[config.mk]
export PLATFORM = sky130hd
export DESIGN_NAME = dct_8x8_forward_top
export DESIGN_NICKNAME = d
export VERILOG_FILES = /design/src/hw/rtl/dct_pkg.sv /design/src/hw/rtl/dct_queue.sv /design/src/hw/rtl/dct_front.sv /design/src/hw/rtl/dct_back.sv /design/src/hw/rtl/dct_8x8_forward_top.sv
export SDC_FILE = /design/constraint.sdc
export NUM_CORES = 2
export LEC_CHECK = 0
export ABC_CLOCK_PERIOD_IN_PS = 8650
export BUFFER_PORTS_ARGS = -buffer_cell sky130_fd_sc_hd__buf_2
export CORE_AREA = 8 8 571 573
export DETAILED_ROUTE_END_ITERATION = 8
export DIE_AREA = 0 0 579 581
export PLACE_DENSITY = 0.6
export SLEW_MARGIN = 0
export SYNTH_ARGS = -nofsm -noshare
export SYNTH_HDL_FRONTEND = slang
export SYNTH_HIERARCHICAL = 1
export SYNTH_SLANG_ARGS = --single-unit
[constraint.sdc]
create_clock -name clk -period 8.65 [get_ports clk]
set_input_delay 1.73 -clock clk [delete_from_list [all_inputs] [get_ports clk]]
set_output_delay 1.73 -clock clk [all_outputs]
set_load 0.05 [all_outputs]
[src/hw/rtl/dct_pkg.sv]
// Shared types, constants and the cosine basis of the 8x8 forward DCT.
// No dependencies; imported by every module of the block.
package dct_pkg;

  localparam int PIXEL_BITS_DEF     = 8;
  localparam int COEF_FRAC_BITS_DEF = 4;
  localparam int COEF_W             = 16;
  localparam int IDX_W              = 6;
  localparam int KW                 = 15;  // signed basis, 14 fractional bits
  localparam int ISS_W              = 9;   // 64 elements times 8 terms

  typedef enum logic [1:0] {
    BK_IDLE,
    BK_ROW,
    BK_COL
  } back_state_t;

  // Status of the block queue as seen by the front and the back.
  typedef struct packed {
    logic empty;
    logic full;
    logic head_bank;
  } q_stat_t;

  // 8192 * cos(m*pi/16).
  function automatic logic [13:0] dct_cos(input logic [3:0] m);
    logic [13:0] c;
    case (m)
      4'd0:    c = 14'd8192;
      4'd1:    c = 14'd8035;
      4'd2:    c = 14'd7568;
      4'd3:    c = 14'd6811;
      4'd4:    c = 14'd5793;
      4'd5:    c = 14'd4551;
      4'd6:    c = 14'd3135;
      4'd7:    c = 14'd1598;
      default: c = 14'd0;
    endcase
    return c;
  endfunction

  // Basis value a(u)/2 * cos((2x+1)u*pi/16) with 14 fractional bits.
  function automatic logic signed [KW-1:0] dct_basis(input logic [2:0] u,
                                                      input logic [2:0] x);
    logic [6:0] prod;
    logic [4:0] m;
    logic [4:0] mm;
    logic [4:0] idx;
    logic       neg;
    logic [13:0] c;
    prod = {x, 1'b1} * u;
    m    = prod[4:0];
    mm   = (m > 5'd16) ? 5'd0 - m : m;
    neg  = (mm > 5'd8);
    idx  = neg ? 5'd16 - mm : mm;
    c    = dct_cos(idx[3:0]);
    if (u == 3'd0) begin
      return KW'(5793);
    end
    return neg ? -$signed({1'b0, c}) : $signed({1'b0, c});
  endfunction

endpackage

[src/hw/rtl/dct_queue.sv]
// Two-entry queue of filled pixel banks between front and back.
// Depends on dct_pkg for the status struct.
module dct_queue
  import dct_pkg::*;
(
  input  logic    clk,
  input  logic    rst_n,
  input  logic    push,
  input  logic    push_bank,
  input  logic    pop,
  output q_stat_t stat
);

  logic [1:0] slot_r;
  logic       wr_ptr_r;
  logic       rd_ptr_r;
  logic [1:0] count_r;

  always_ff @(posedge clk) begin
    if (!rst_n) begin
      wr_ptr_r <= 1'b0;
      rd_ptr_r <= 1'b0;
      count_r  <= 2'd0;
    end else begin
      if (push) begin
        wr_ptr_r <= ~wr_ptr_r;
      end
      if (pop) begin
        rd_ptr_r <= ~rd_ptr_r;
      end
      count_r <= count_r + {1'b0, push} - {1'b0, pop};
    end
  end

  always_ff @(posedge clk) begin
    if (push) begin
      slot_r[wr_ptr_r] <= push_bank;
    end
  end

  assign stat.empty     = (count_r == 2'd0);
  assign stat.full      = (count_r == 2'd2);
  assign stat.head_bank = slot_r[rd_ptr_r];

endmodule

[src/hw/rtl/dct_front.sv]
// Input side: collects pixels into a two-bank block memory and queues full banks.
// Depends on dct_pkg.
module dct_front
  import dct_pkg::*;
#(
  parameter int PIXEL_BITS = PIXEL_BITS_DEF
) (
  input  logic                  clk,
  input  logic                  rst_n,
  input  logic                  in_valid,
  output logic                  in_ready,
  input  logic [PIXEL_BITS-1:0] in_pixel,
  input  q_stat_t               q_stat,
  output logic                  push,
  output logic                  push_bank,
  input  logic                  rd_en,
  input  logic [IDX_W:0]        rd_addr,
  output logic [PIXEL_BITS-1:0] rd_data
);

  logic [PIXEL_BITS-1:0] mem [2*64];
  logic [IDX_W-1:0]      cnt_r;
  logic                  bank_r;
  logic [PIXEL_BITS-1:0] rd_data_r;
  logic                  take;

  // Both banks busy means the queue is full.
  assign in_ready  = !q_stat.full;
  assign take      = in_valid && in_ready;
  assign push      = take && (&cnt_r);
  assign push_bank = bank_r;
  assign rd_data   = rd_data_r;

  always_ff @(posedge clk) begin
    if (!rst_n) begin
      cnt_r  <= '0;
      bank_r <= 1'b0;
    end else if (take) begin
      cnt_r <= cnt_r + 1'b1;
      if (&cnt_r) begin
        bank_r <= ~bank_r;
      end
    end
  end

  always_ff @(posedge clk) begin
    if (take) begin
      mem[{bank_r, cnt_r}] <= in_pixel;
    end
    if (rd_en) begin
      rd_data_r <= mem[rd_addr];
    end
  end

endmodule

[src/hw/rtl/dct_back.sv]
// Transform engine: one shared multiply-accumulate for the row and column passes.
// Depends on dct_pkg; reads pixels from dct_front, pops dct_queue.
module dct_back
  import dct_pkg::*;
#(
  parameter int PIXEL_BITS     = PIXEL_BITS_DEF,
  parameter int COEF_FRAC_BITS = COEF_FRAC_BITS_DEF
) (
  input  logic                     clk,
  input  logic                     rst_n,
  input  q_stat_t                  q_stat,
  output logic                     pop,
  output logic                     rd_en,
  output logic [IDX_W:0]           rd_addr,
  input  logic [PIXEL_BITS-1:0]    rd_data,
  output logic                     out_valid,
  input  logic                     out_ready,
  output logic signed [COEF_W-1:0] out_coefficient,
  output logic [IDX_W-1:0]         out_coef_index,
  output logic                     out_last
);

  localparam int RW = PIXEL_BITS + 17;  // row-pass value, 14 fractional bits
  localparam int PW = RW + KW;          // product width
  localparam int SW = PIXEL_BITS + 33;  // column sum, 28 fractional bits
  localparam int SH = 28 - COEF_FRAC_BITS;

  back_state_t state_r, state_nxt;
  logic [ISS_W-1:0] iss_r;
  logic             en;
  logic             issue;
  logic             issue_col;
  logic             iss_end;
  logic [IDX_W-1:0] elem;
  logic [2:0]       term;

  logic signed [RW-1:0] rs_mem [64];
  logic signed [RW-1:0] rs_rd_r;

  logic                  s1_vld_r, s1_col_r, s1_first_r, s1_lastt_r;
  logic [IDX_W-1:0]      s1_elem_r;
  logic signed [KW-1:0]  s1_k_r;
  logic                  s2_vld_r, s2_col_r, s2_first_r, s2_lastt_r;
  logic [IDX_W-1:0]      s2_elem_r;
  logic signed [PW-1:0]  prod_r;
  logic signed [SW-1:0]  acc_r;
  logic signed [SW-1:0]  acc_sum;
  logic signed [RW-1:0]  opnd;

  logic                  neg;
  logic [SW-1:0]         mag;
  logic [SW-1:0]         q;
  logic [SW-1:0]         neg_q;
  logic signed [COEF_W-1:0] coef;

  logic                     out_valid_r;
  logic signed [COEF_W-1:0] out_coef_r;
  logic [IDX_W-1:0]         out_idx_r;
  logic                     out_last_r;

  // The whole pipeline holds while a finished coefficient waits.
  assign en      = !out_valid_r || out_ready;
  assign elem    = iss_r[ISS_W-1:3];
  assign term    = iss_r[2:0];
  assign iss_end = &iss_r;

  always_comb begin
    state_nxt = state_r;
    unique case (state_r)
      BK_IDLE: if (!q_stat.empty) state_nxt = BK_ROW;
      BK_ROW:  if (en && iss_end) state_nxt = BK_COL;
      BK_COL:  if (en && iss_end) state_nxt = BK_IDLE;
      default: state_nxt = BK_IDLE;
    endcase
  end

  always_comb begin
    issue     = 1'b0;
    issue_col = 1'b0;
    unique case (state_r)
      BK_IDLE: ;
      BK_ROW:  issue = 1'b1;
      BK_COL: begin
        issue     = 1'b1;
        issue_col = 1'b1;
      end
      default: ;
    endcase
  end

  // The bank is released once its last pixel has been read.
  assign pop     = en && (state_r == BK_ROW) && iss_end;
  assign rd_en   = en && issue && !issue_col;
  assign rd_addr = {q_stat.head_bank, elem[5:3], term};

  always_ff @(posedge clk) begin
    if (!rst_n) begin
      state_r  <= BK_IDLE;
      iss_r    <= '0;
      s1_vld_r <= 1'b0;
      s2_vld_r <= 1'b0;
      out_valid_r <= 1'b0;
    end else begin
      state_r <= state_nxt;
      if (en) begin
        if (issue) begin
          iss_r <= iss_r + 1'b1;
        end
        s1_vld_r    <= issue;
        s2_vld_r    <= s1_vld_r;
        out_valid_r <= s2_vld_r && s2_col_r && s2_lastt_r;
      end
    end
  end

  // Stage 1: basis lookup and operand reads.
  always_ff @(posedge clk) begin
    if (en) begin
      s1_col_r   <= issue_col;
      s1_first_r <= (term == 3'd0);
      s1_lastt_r <= (term == 3'd7);
      s1_elem_r  <= elem;
      s1_k_r     <= issue_col ? dct_basis(elem[5:3], term) : dct_basis(elem[2:0], term);
      rs_rd_r    <= rs_mem[{term, elem[2:0]}];
    end
  end

  assign opnd = s1_col_r ? rs_rd_r : $signed(RW'(rd_data));

  // Stage 2: product.
  always_ff @(posedge clk) begin
    if (en) begin
      s2_col_r   <= s1_col_r;
      s2_first_r <= s1_first_r;
      s2_lastt_r <= s1_lastt_r;
      s2_elem_r  <= s1_elem_r;
      prod_r     <= PW'(opnd * s1_k_r);
    end
  end

  // Stage 3: accumulate, store row results, finish column results.
  assign acc_sum = (s2_first_r ? SW'(0) : acc_r) + SW'(prod_r);

  always_comb begin
    neg   = acc_sum[SW-1];
    mag   = neg ? SW'(-acc_sum) : SW'(acc_sum);
    q     = (mag + (SW'(1) << (SH - 1))) >> SH;
    neg_q = SW'(0) - q;
    if (!neg) begin
      coef = (q > SW'(32767)) ? COEF_W'(32767) : $signed(q[COEF_W-1:0]);
    end else begin
      coef = (q > SW'(32768)) ? $signed({1'b1, {(COEF_W-1){1'b0}}})
                              : $signed(neg_q[COEF_W-1:0]);
    end
  end

  always_ff @(posedge clk) begin
    if (en && s2_vld_r) begin
      acc_r <= acc_sum;
      if (s2_lastt_r && !s2_col_r) begin
        rs_mem[s2_elem_r] <= acc_sum[RW-1:0];
      end
    end
    if (en) begin
      out_coef_r <= coef;
      out_idx_r  <= s2_elem_r;
      out_last_r <= &s2_elem_r;
    end
  end

  assign out_valid       = out_valid_r;
  assign out_coefficient = out_coef_r;
  assign out_coef_index  = out_idx_r;
  assign out_last        = out_last_r;

endmodule

[src/hw/rtl/dct_8x8_forward_top.sv]
// Top level of the 8x8 forward DCT-II: front, block queue and transform engine.
// Depends on dct_pkg, dct_front, dct_queue and dct_back.
//
// Pixels of one 8x8 block enter in raster order, one per transaction, and are
// written into one of two pixel banks; after the 64th pixel the bank is queued
// and the next block fills the other bank at one pixel per cycle while a bank is
// free. The engine computes each block with a single multiply-accumulate unit:
// a row pass over all 64 elements, then a column pass over the stored row
// results; each coefficient is registered at the output once the product and
// accumulate stages have taken its last
// column term. Coefficients come out in order index = u + 8*v, with 16-bit
// signed values carrying COEF_FRAC_BITS fractional bits, rounded to nearest
// (ties away from zero) and saturated; last marks index 63. A stalled output
// freezes the engine, while the input keeps taking pixels as long as a bank
// is free.
module dct_8x8_forward_top
  import dct_pkg::*;
#(
  parameter int PIXEL_BITS     = PIXEL_BITS_DEF,
  parameter int COEF_FRAC_BITS = COEF_FRAC_BITS_DEF
) (
  input  logic                     clk,
  input  logic                     rst_n,
  input  logic                     in_valid,
  output logic                     in_ready,
  input  logic [PIXEL_BITS-1:0]    in_pixel,
  output logic                     out_valid,
  input  logic                     out_ready,
  output logic signed [COEF_W-1:0] out_coefficient,
  output logic [IDX_W-1:0]         out_coef_index,
  output logic                     out_last
);

  q_stat_t               q_stat;
  logic                  push;
  logic                  push_bank;
  logic                  pop;
  logic                  rd_en;
  logic [IDX_W:0]        rd_addr;
  logic [PIXEL_BITS-1:0] rd_data;

  // Front: pixel collection into the two banks.
  dct_front #(
    .PIXEL_BITS(PIXEL_BITS)
  ) u_front (
    .clk       (clk),
    .rst_n     (rst_n),
    .in_valid  (in_valid),
    .in_ready  (in_ready),
    .in_pixel  (in_pixel),
    .q_stat    (q_stat),
    .push      (push),
    .push_bank (push_bank),
    .rd_en     (rd_en),
    .rd_addr   (rd_addr),
    .rd_data   (rd_data)
  );

  // Queue of filled banks waiting for the engine.
  dct_queue u_queue (
    .clk       (clk),
    .rst_n     (rst_n),
    .push      (push),
    .push_bank (push_bank),
    .pop       (pop),
    .stat      (q_stat)
  );

  // Back: row and column passes and output register.
  dct_back #(
    .PIXEL_BITS     (PIXEL_BITS),
    .COEF_FRAC_BITS (COEF_FRAC_BITS)
  ) u_back (
    .clk             (clk),
    .rst_n           (rst_n),
    .q_stat          (q_stat),
    .pop             (pop),
    .rd_en           (rd_en),
    .rd_addr         (rd_addr),
    .rd_data         (rd_data),
    .out_valid       (out_valid),
    .out_ready       (out_ready),
    .out_coefficient (out_coefficient),
    .out_coef_index  (out_coef_index),
    .out_last        (out_last)
  );

endmodule

After elaboration in Yosys (flattened, before gate mapping). Memories as Yosys holds them, arrays and structs flattened. A register that Yosys moved wholly into a read port is not among the register bits. Cells that the tools add are included.

Bitwise logic cells: 3. Mux-type cells: 41. Magnitude comparators: 9. Equality and inequality tests: 7. Add/subtract/negate cells: 14. Multipliers: 3. Reduce and logical (&&, ||, !) cells: 29.

Operator list (number): two-way mux 15 bit (7); two-way mux 41 bit (2); two-way mux 14 bit (4); two-way mux 16 bit (3); adder 41 x 24 -> 41 bit (second input constant) (1); adder 41 x 40 -> 41 bit (1); negator 41 bit (1); multiplier 25 x 15 -> 40 bit (1); negator 14 -> 15 bit (2); two-way mux 25 bit (1); > comparator 17 x 15 -> 1 bit (second input constant) (1); > comparator 17 x 16 -> 1 bit (second input constant) (1); subtractor 1 x 16 -> 16 bit (first input constant) (1); two-way mux 1 bit (14); logical AND 1 bit (12); AND reduction 6 bit (2); > comparator 5 x 4 -> 1 bit (second input constant) (2); > comparator 5 bit (second input constant) (2); multiplier 4 x 3 -> 5 bit (2); two-way mux 5 bit (2); subtractor 1 x 5 -> 5 bit (first input constant) (2); adder 9 x 1 -> 9 bit (second input constant) (1); logical NOT 3 bit (3); AND reduction 9 bit (1); 24 further kinds (37).

Bits in writable memories: 2624. Logic and storage cells: 135. Input port bits: 12. Bits in read-only memories: 224. Memories kept: 4. Register bits: 164.

Memory list: u_back.rs_mem (words 64, bits a word 25, rd ports 1, clocked after Yosys merged registers in 1, wr ports 1, line dct_back.sv:37) `logic signed [RW-1:0] rs_mem [64];`; u_front.mem (words 128, bits a word 8, rd ports 1, clocked after Yosys merged registers in 1, wr ports 1, line dct_front.sv:21) `logic [PIXEL_BITS-1:0] mem [2*64];`; (name not given) (words 8, bits a word 14, rd ports 1, clocked after Yosys merged registers in 0, wr ports 0, line dct_pkg.sv:28) `case (m)`; (name not given) (words 8, bits a word 14, rd ports 1, clocked after Yosys merged registers in 0, wr ports 0, line dct_pkg.sv:28).

Logic depth before layout (Yosys ltp). An unclocked memory read counts as a cell.

Word-level depth: 12. Depth in mapped cells: 32. Gate-level depth less buffers: 29.

By module. Netlist, hierarchy kept.

Modules (own cells, without submodules): dct_back (times used 1, cells an instance 4984, area each 85734.7 um^2, sequential area each 53191.0 um^2); dct_front (times used 1, cells an instance 1666, area each 40064.7 um^2, sequential area each 31129.9 um^2); dct_queue (times used 1, cells an instance 22, area each 270.3 um^2, sequential area each 140.1 um^2).

Worst setup path after synthesis. Ideal clock, no wire load.

Path kind: register to register. Start: register u_back.s2_first_r. End: register u_back.out_coef_r[11], in the netlist u_back/out_coefficient[11], data pin. Slack: 0.454 ns. Stages on the path, launching flop included: 28. Library setup time: 0.174 ns. Arrival: 8.021 ns. Required time: 8.476 ns. Clock period less this slack: 8.196 ns. Cell sequence: edfxtp_1 clkbuf_1 nor2b_1 ha_1 fa_1 a211oi_2 o21a_1 o21ai_0 o31a_1 o22ai_1 nor4_1 and4_1 buf_2 nand2_1 o21ai_0 xnor2_1 ha_1 inv_1 nor2_1 o2111ai_1 a31oi_1 xnor2_1 a211o_1 and4b_1 o2111ai_1 o41ai_4 nor2_2 a311oi_1.

Word-level cells in the longest chain between the ends: 8.

Ends and longest elaborated chain: start: declaration (line dct_back.sv:43) `logic s2_vld_r, s2_col_r, s2_first_r, s2_lastt_r;`; start signal: assignment (line dct_back.sv:134) `s2_first_r <= s1_first_r;`; two-way mux 41 bit (*) (line dct_back.sv:142) `assign acc_sum = (s2_first_r ? SW'(0) : acc_r) + SW'(prod_r);`; adder 41 x 40 -> 41 bit (*) (line dct_back.sv:142); net u_back.acc_sum[18] (line dct_back.sv:47) `logic signed [SW-1:0] acc_sum;`; negator 41 bit (line dct_back.sv:146) `mag = neg ? SW'(-acc_sum) : SW'(acc_sum);`; two-way mux 41 bit (*) (line dct_back.sv:146); adder 41 x 24 -> 41 bit (*) (line dct_back.sv:147) `q = (mag + (SW'(1) << (SH - 1))) >> SH;`; subtractor 1 x 16 -> 16 bit, or another cell as far along (line dct_back.sv:148) `neg_q = SW'(0) - q;`; two-way mux 16 bit, on equally long branches (line dct_back.sv:152, dct_back.sv:150); two-way mux 16 bit (*) (line dct_back.sv:149) `if (!neg) begin`; net u_back.coef[11] (line dct_back.sv:54) `logic signed [COEF_W-1:0] coef;`; end signal: assignment (line dct_back.sv:165) `out_coef_r <= coef;`; end: declaration (line dct_back.sv:57) `logic signed [COEF_W-1:0] out_coef_r;`.

Mark *: on every way through the listed nets, which the timed path passes. The rest lies on a longest branch. A chain may end at the register's enable or synchronous reset.

Worst setup path after layout.
Start: register u_back.s1_col_r. End: register u_back.prod_r[39], data pin.

Word-level cells in the longest chain between the ends: 2.

Ends and longest elaborated chain: start: declaration (line dct_back.sv:40) `logic s1_vld_r, s1_col_r, s1_first_r, s1_lastt_r;`; start signal: assignment (line dct_back.sv:119) `s1_col_r <= issue_col;`; two-way mux 25 bit (line dct_back.sv:128) `assign opnd = s1_col_r ? rs_rd_r : $signed(RW'(rd_data));`; multiplier 25 x 15 -> 40 bit (line dct_back.sv:137) `prod_r <= PW'(opnd * s1_k_r);`; end signal: assignment (line dct_back.sv:137); end: declaration (line dct_back.sv:45) `logic signed [PW-1:0] prod_r;`.

Every way passes these cells.

==> metrics.md <==
| Metric | Value |
|---|---|
| Outcome | `finished, final reports clean` |
| Final setup fails | `0` |
| Worst Hold Class | `reg2reg` |
| CP arrival | `8.76 ns` |
| Largest family of logic cells by synthesized area | `multiplexers` |
| Most common cell after layout, fill and taps aside | `edfxtp_1` |
| Post-synthesis sequential area ratio | `67.0%` |
| Critical path launch point type | `register` |
| Hold buffers post-CTS | `0` |
| Final Max Slew Viols | `0` |
| Port buffer count | `36` |
| Largest net degree at the start of global routing | `145` |
| Fmax | `0.123 GHz` |
| CP Data Required Time | `9.28 ns` |
| Wire length of the first global-routing pass | `455000 um` |
| Top Metal Used | `met5` |
| Synth unique cells | `93` |
| Post-synthesis async set-or-reset flop share | `0%` |
| Pwr dens | `233 mW/mm^2` |
| Met1 WL | `129000 um` |
| Predominant post-synthesis flop cell | `edfxtp_1` |
| DP HPWL | `186000 um` |
| Worst path bufs/invs | `5` |
| CTS resizes | `0` |
| Simple-gate share of the synthesized area | `4.38%` |
| Drc violations | `0` |
| Vias in the first global route | `65400` |
| Hold Vio Cnt, Final | `0` |
| Critical path endpoint category | `register` |
| Cell Count Post-Placement | `10700` |
| Gr usage total | `18.3%` |
| Nets@finish | `7343` |
| Mapped Area | `0.126 sq mm` |
| Synth warn | `6` |
| LEAKAGE | `44.6 nW` |
| Total chip power | `0.0329 W` |
| TritonRoute pass-1 iters | `5` |
| CTS tree | `built` |
| Pre-CTS setup slack | `0.551 ns` |
| CP max-delay cell | `fa_1` |
| Maximum vdd drop | `0.244 mV` |
| Post-synth EDFFs | `2796` |
| Crit-path most repeated cell | `fa_1` |
| Setup repair bufs after CTS | `0` |
| Tcrit/Tclk final | `94.0%` |
| Crit-path max cell delay | `0.63 ns` |
| Least-Margin Pin Slew | `1.25 ns` |
| DR vias | `63400` |
| Ports | `37` |
| CTS H-tree lvls | `5` |
| Max cap viols | `0` |
| Root buffer cell | `clkbuf_16` |
| Mux share of post-synthesis cell area | `15.6%` |
| Post-Route Utilization | `44.7%` |
| Total wire length | `312000 um` |
| DR iter-0 viols | `6212` |
| Chip Width | `579 um` |
| Worst-path maximum fanout | `76` |
| Combinational Power Share | `12.2%` |
| Post-Syn Nets | `7215` |
| Most frequent cells in the layout | `2796 x edfxtp_1, 861 x mux4_2, 378 x inv_1, 365 x nand2_1, 358 x fa_1` |
| Crit path from | `u_back/s1_col_r` |
| Clock share of power | `37.9%` |
| Drt wl/cell | `27.8 um` |
| Setup Crit Path Kind | `reg2reg` |
| Clock-pin transition on the worst setup and hold timing paths | `0.06 ns` |
| Worst R2R Start | `u_back/s1_col_r` |
| Area Growth Syn to Fin | `12.2%` |
| CTS sink count | `2821` |
| Total CTS buffers | `302` |
| Die height | `581 um` |
| Relative slew slack | `16.6%` |
| Synth Area in XOR/XNOR | `1.07%` |
| Final Critical Period | `8.13 ns` |
| Final Wtd Congestion | `0.842` |
| Worst setup margin | `0.518 ns` |
| Antenna viol nets, final | `0` |
| Compound-gate portion of the synthesized area | `2.30%` |
| Post-route insts no fill | `11200` |
| Internal | `0.0247 W` |
| Worst Skew | `0.0955 ns` |
| Flop pwr share | `49.9%` |
| Antenna violations before repair | `28` |
| Clock latency on the worst-skew pair | `0.90 ns` |
| Net Sw Frac | `25.1%` |
| NetSw | `0.00827 W` |
| Max Buffers Root-to-Sink | `4` |
| Vias per inst | `5.64` |
| Initial Util | `39.8%` |
| Top Family by Delay on Critical Path | `adder cells` |
| Syn avg cell area | `18.9 sq um` |
| Met2 wire len | `150000 um` |
| Num rows | `207` |
| Post-route setup TNS | `0 ns` |
| RSZ-0062 raised after global routing | `no` |
| Core ar. | `0.317 sq mm` |
| Post-synthesis cell count | `6672` |
| GRT overflow | `0` |
| Die area | `0.336 sq mm` |
| Layout cell share with drive strength beyond 1 | `22.8%` |
| Hold path startpoint | `u_back/s1_elem_r[2]` |
| Seq cells post-synth | `2821` |
| Post-Synth Adder-Cell Area | `7.41%` |
| Met3 wire length | `25200 um` |
logic make-up (layout without fill, tap and decap cells):
logic type / Yosys count / count (layout)
flip-flops: 2821 / 2821
AND/OR/NAND/NOR: 1145 / 1145
multiplexers: 889 / 889
buffers and inverters: 717 / 1083
adder cells (fa/ha/maj): 531 / 531
AO/OA/AOI/OAI: 419 / 419
XOR/XNOR: 150 / 150
other: 0 / 14
through the flow:
stage	instance area (sq um)	hold WS (ns)
5_1_grt	141000	0.428
6_report	141000	0.431
3_5_place_dp	132000	0.406
3_3_place_gp	132000	0.402
4_1_cts	141000	0.425
2_1_floorplan	126000	0.400
final timing paths:
kind | slack [ns] | endpoint | cells after the start
worst min register to register | 0.43 | u_back/s2_elem_r[2] | 0
worst max register to register | 0.52 | u_back/prod_r[39] | 25
worst min-delay path | 0.43 | u_back/s2_elem_r[2] | 0
worst max-delay path | 0.52 | u_back/prod_r[39] | 25
cell type report:
type	count	area, sq um
Sequential cell	2821	84500
Fill cell	26900	175000
Clock inverter	174	1590
Antenna cell	14	35.0
Inverter	383	1440
Multi-Input combinational cell	3134	39500
Timing Repair Buffer	158	1180
Tap cell	4180	5230
Clock buffer	368	7940
power by group through the flow:
| stage | Clock, W | Combinational (W) | Sequential, W |
|---|---|---|---|
| final | 0.0125 | 0.00403 | 0.0164 |
| after global routing | 0.0133 | 0.00437 | 0.0164 |
| after CTS | 0.0128 | 0.00406 | 0.0164 |
| after detailed placement | 0 | 0.00403 | 0.0167 |
| after global placement | 0 | 0.00391 | 0.0167 |
| after floorplan | 0 | 0.00225 | 0.0169 |
cells in the mapped netlist (8+ instances only):
| cell type | count | area, sq um |
|---|---|---|
| o22ai_1 | 15 | 93.8 |
| nor3_1 | 42 | 210 |
| o21bai_1 | 13 | 97.6 |
| nor2b_1 | 83 | 519 |
| or2_2 | 14 | 87.6 |
| o21ai_1 | 8 | 40.0 |
| a211oi_1 | 14 | 105 |
| and2_1 | 86 | 538 |
| a22oi_1 | 10 | 75.1 |
| xnor2_1 | 111 | 972 |
| and3_1 | 85 | 532 |
| mux4_2 | 861 | 19400 |
| a21boi_0 | 12 | 90.1 |
| buf_1 | 62 | 233 |
| mux2i_1 | 9 | 90.1 |
| edfxtp_1 | 2796 | 84000 |
| nor4_1 | 9 | 56.3 |
| inv_1 | 380 | 1430 |
| o21ai_0 | 68 | 340 |
| nor3b_1 | 8 | 60.1 |
| o2111ai_1 | 8 | 70.1 |
| buf_2 | 23 | 115 |
| a31oi_1 | 13 | 81.3 |
| a21o_1 | 33 | 248 |
| nand3_1 | 48 | 240 |
| nand3b_1 | 10 | 75.1 |
| o211ai_1 | 10 | 75.1 |
| nor2_1 | 293 | 1100 |
| o31a_1 | 10 | 87.6 |
| or3_1 | 18 | 113 |
| clkbuf_1 | 230 | 863 |
| dfxtp_1 | 25 | 500 |
| nand4_1 | 20 | 125 |
| fa_1 | 359 | 7190 |
| a21oi_1 | 95 | 475 |
| mux2_2 | 18 | 203 |
| xor2_1 | 36 | 315 |
| nand2b_1 | 30 | 188 |
| buf_4 | 18 | 135 |
| o21a_1 | 20 | 150 |
| ha_1 | 172 | 2150 |
| nand2_1 | 365 | 1370 |
| o31ai_1 | 15 | 113 |
flip-flops by register name (all words and copies together) (netlist names), 8 cells and up:
signal	cells
u_back/acc_r	41
u_back/iss_r	9
u_back/out_coefficient	16
u_back/prod_r	40
u_back/rs_mem	1600
u_back/rs_rd_r	25
u_back/s1_k_r	15
u_front/mem	1024
u_front/rd_data	8
layer usage:
metal / track usage [%] / vias up
li1: - / 26600
met1: 25.4 / 34100
met2: 29.6 / 2250
met3: 4.07 / 402
met4: 4.46 / 10
met5: 0 / -
Power figures use the tool's default switching activity.
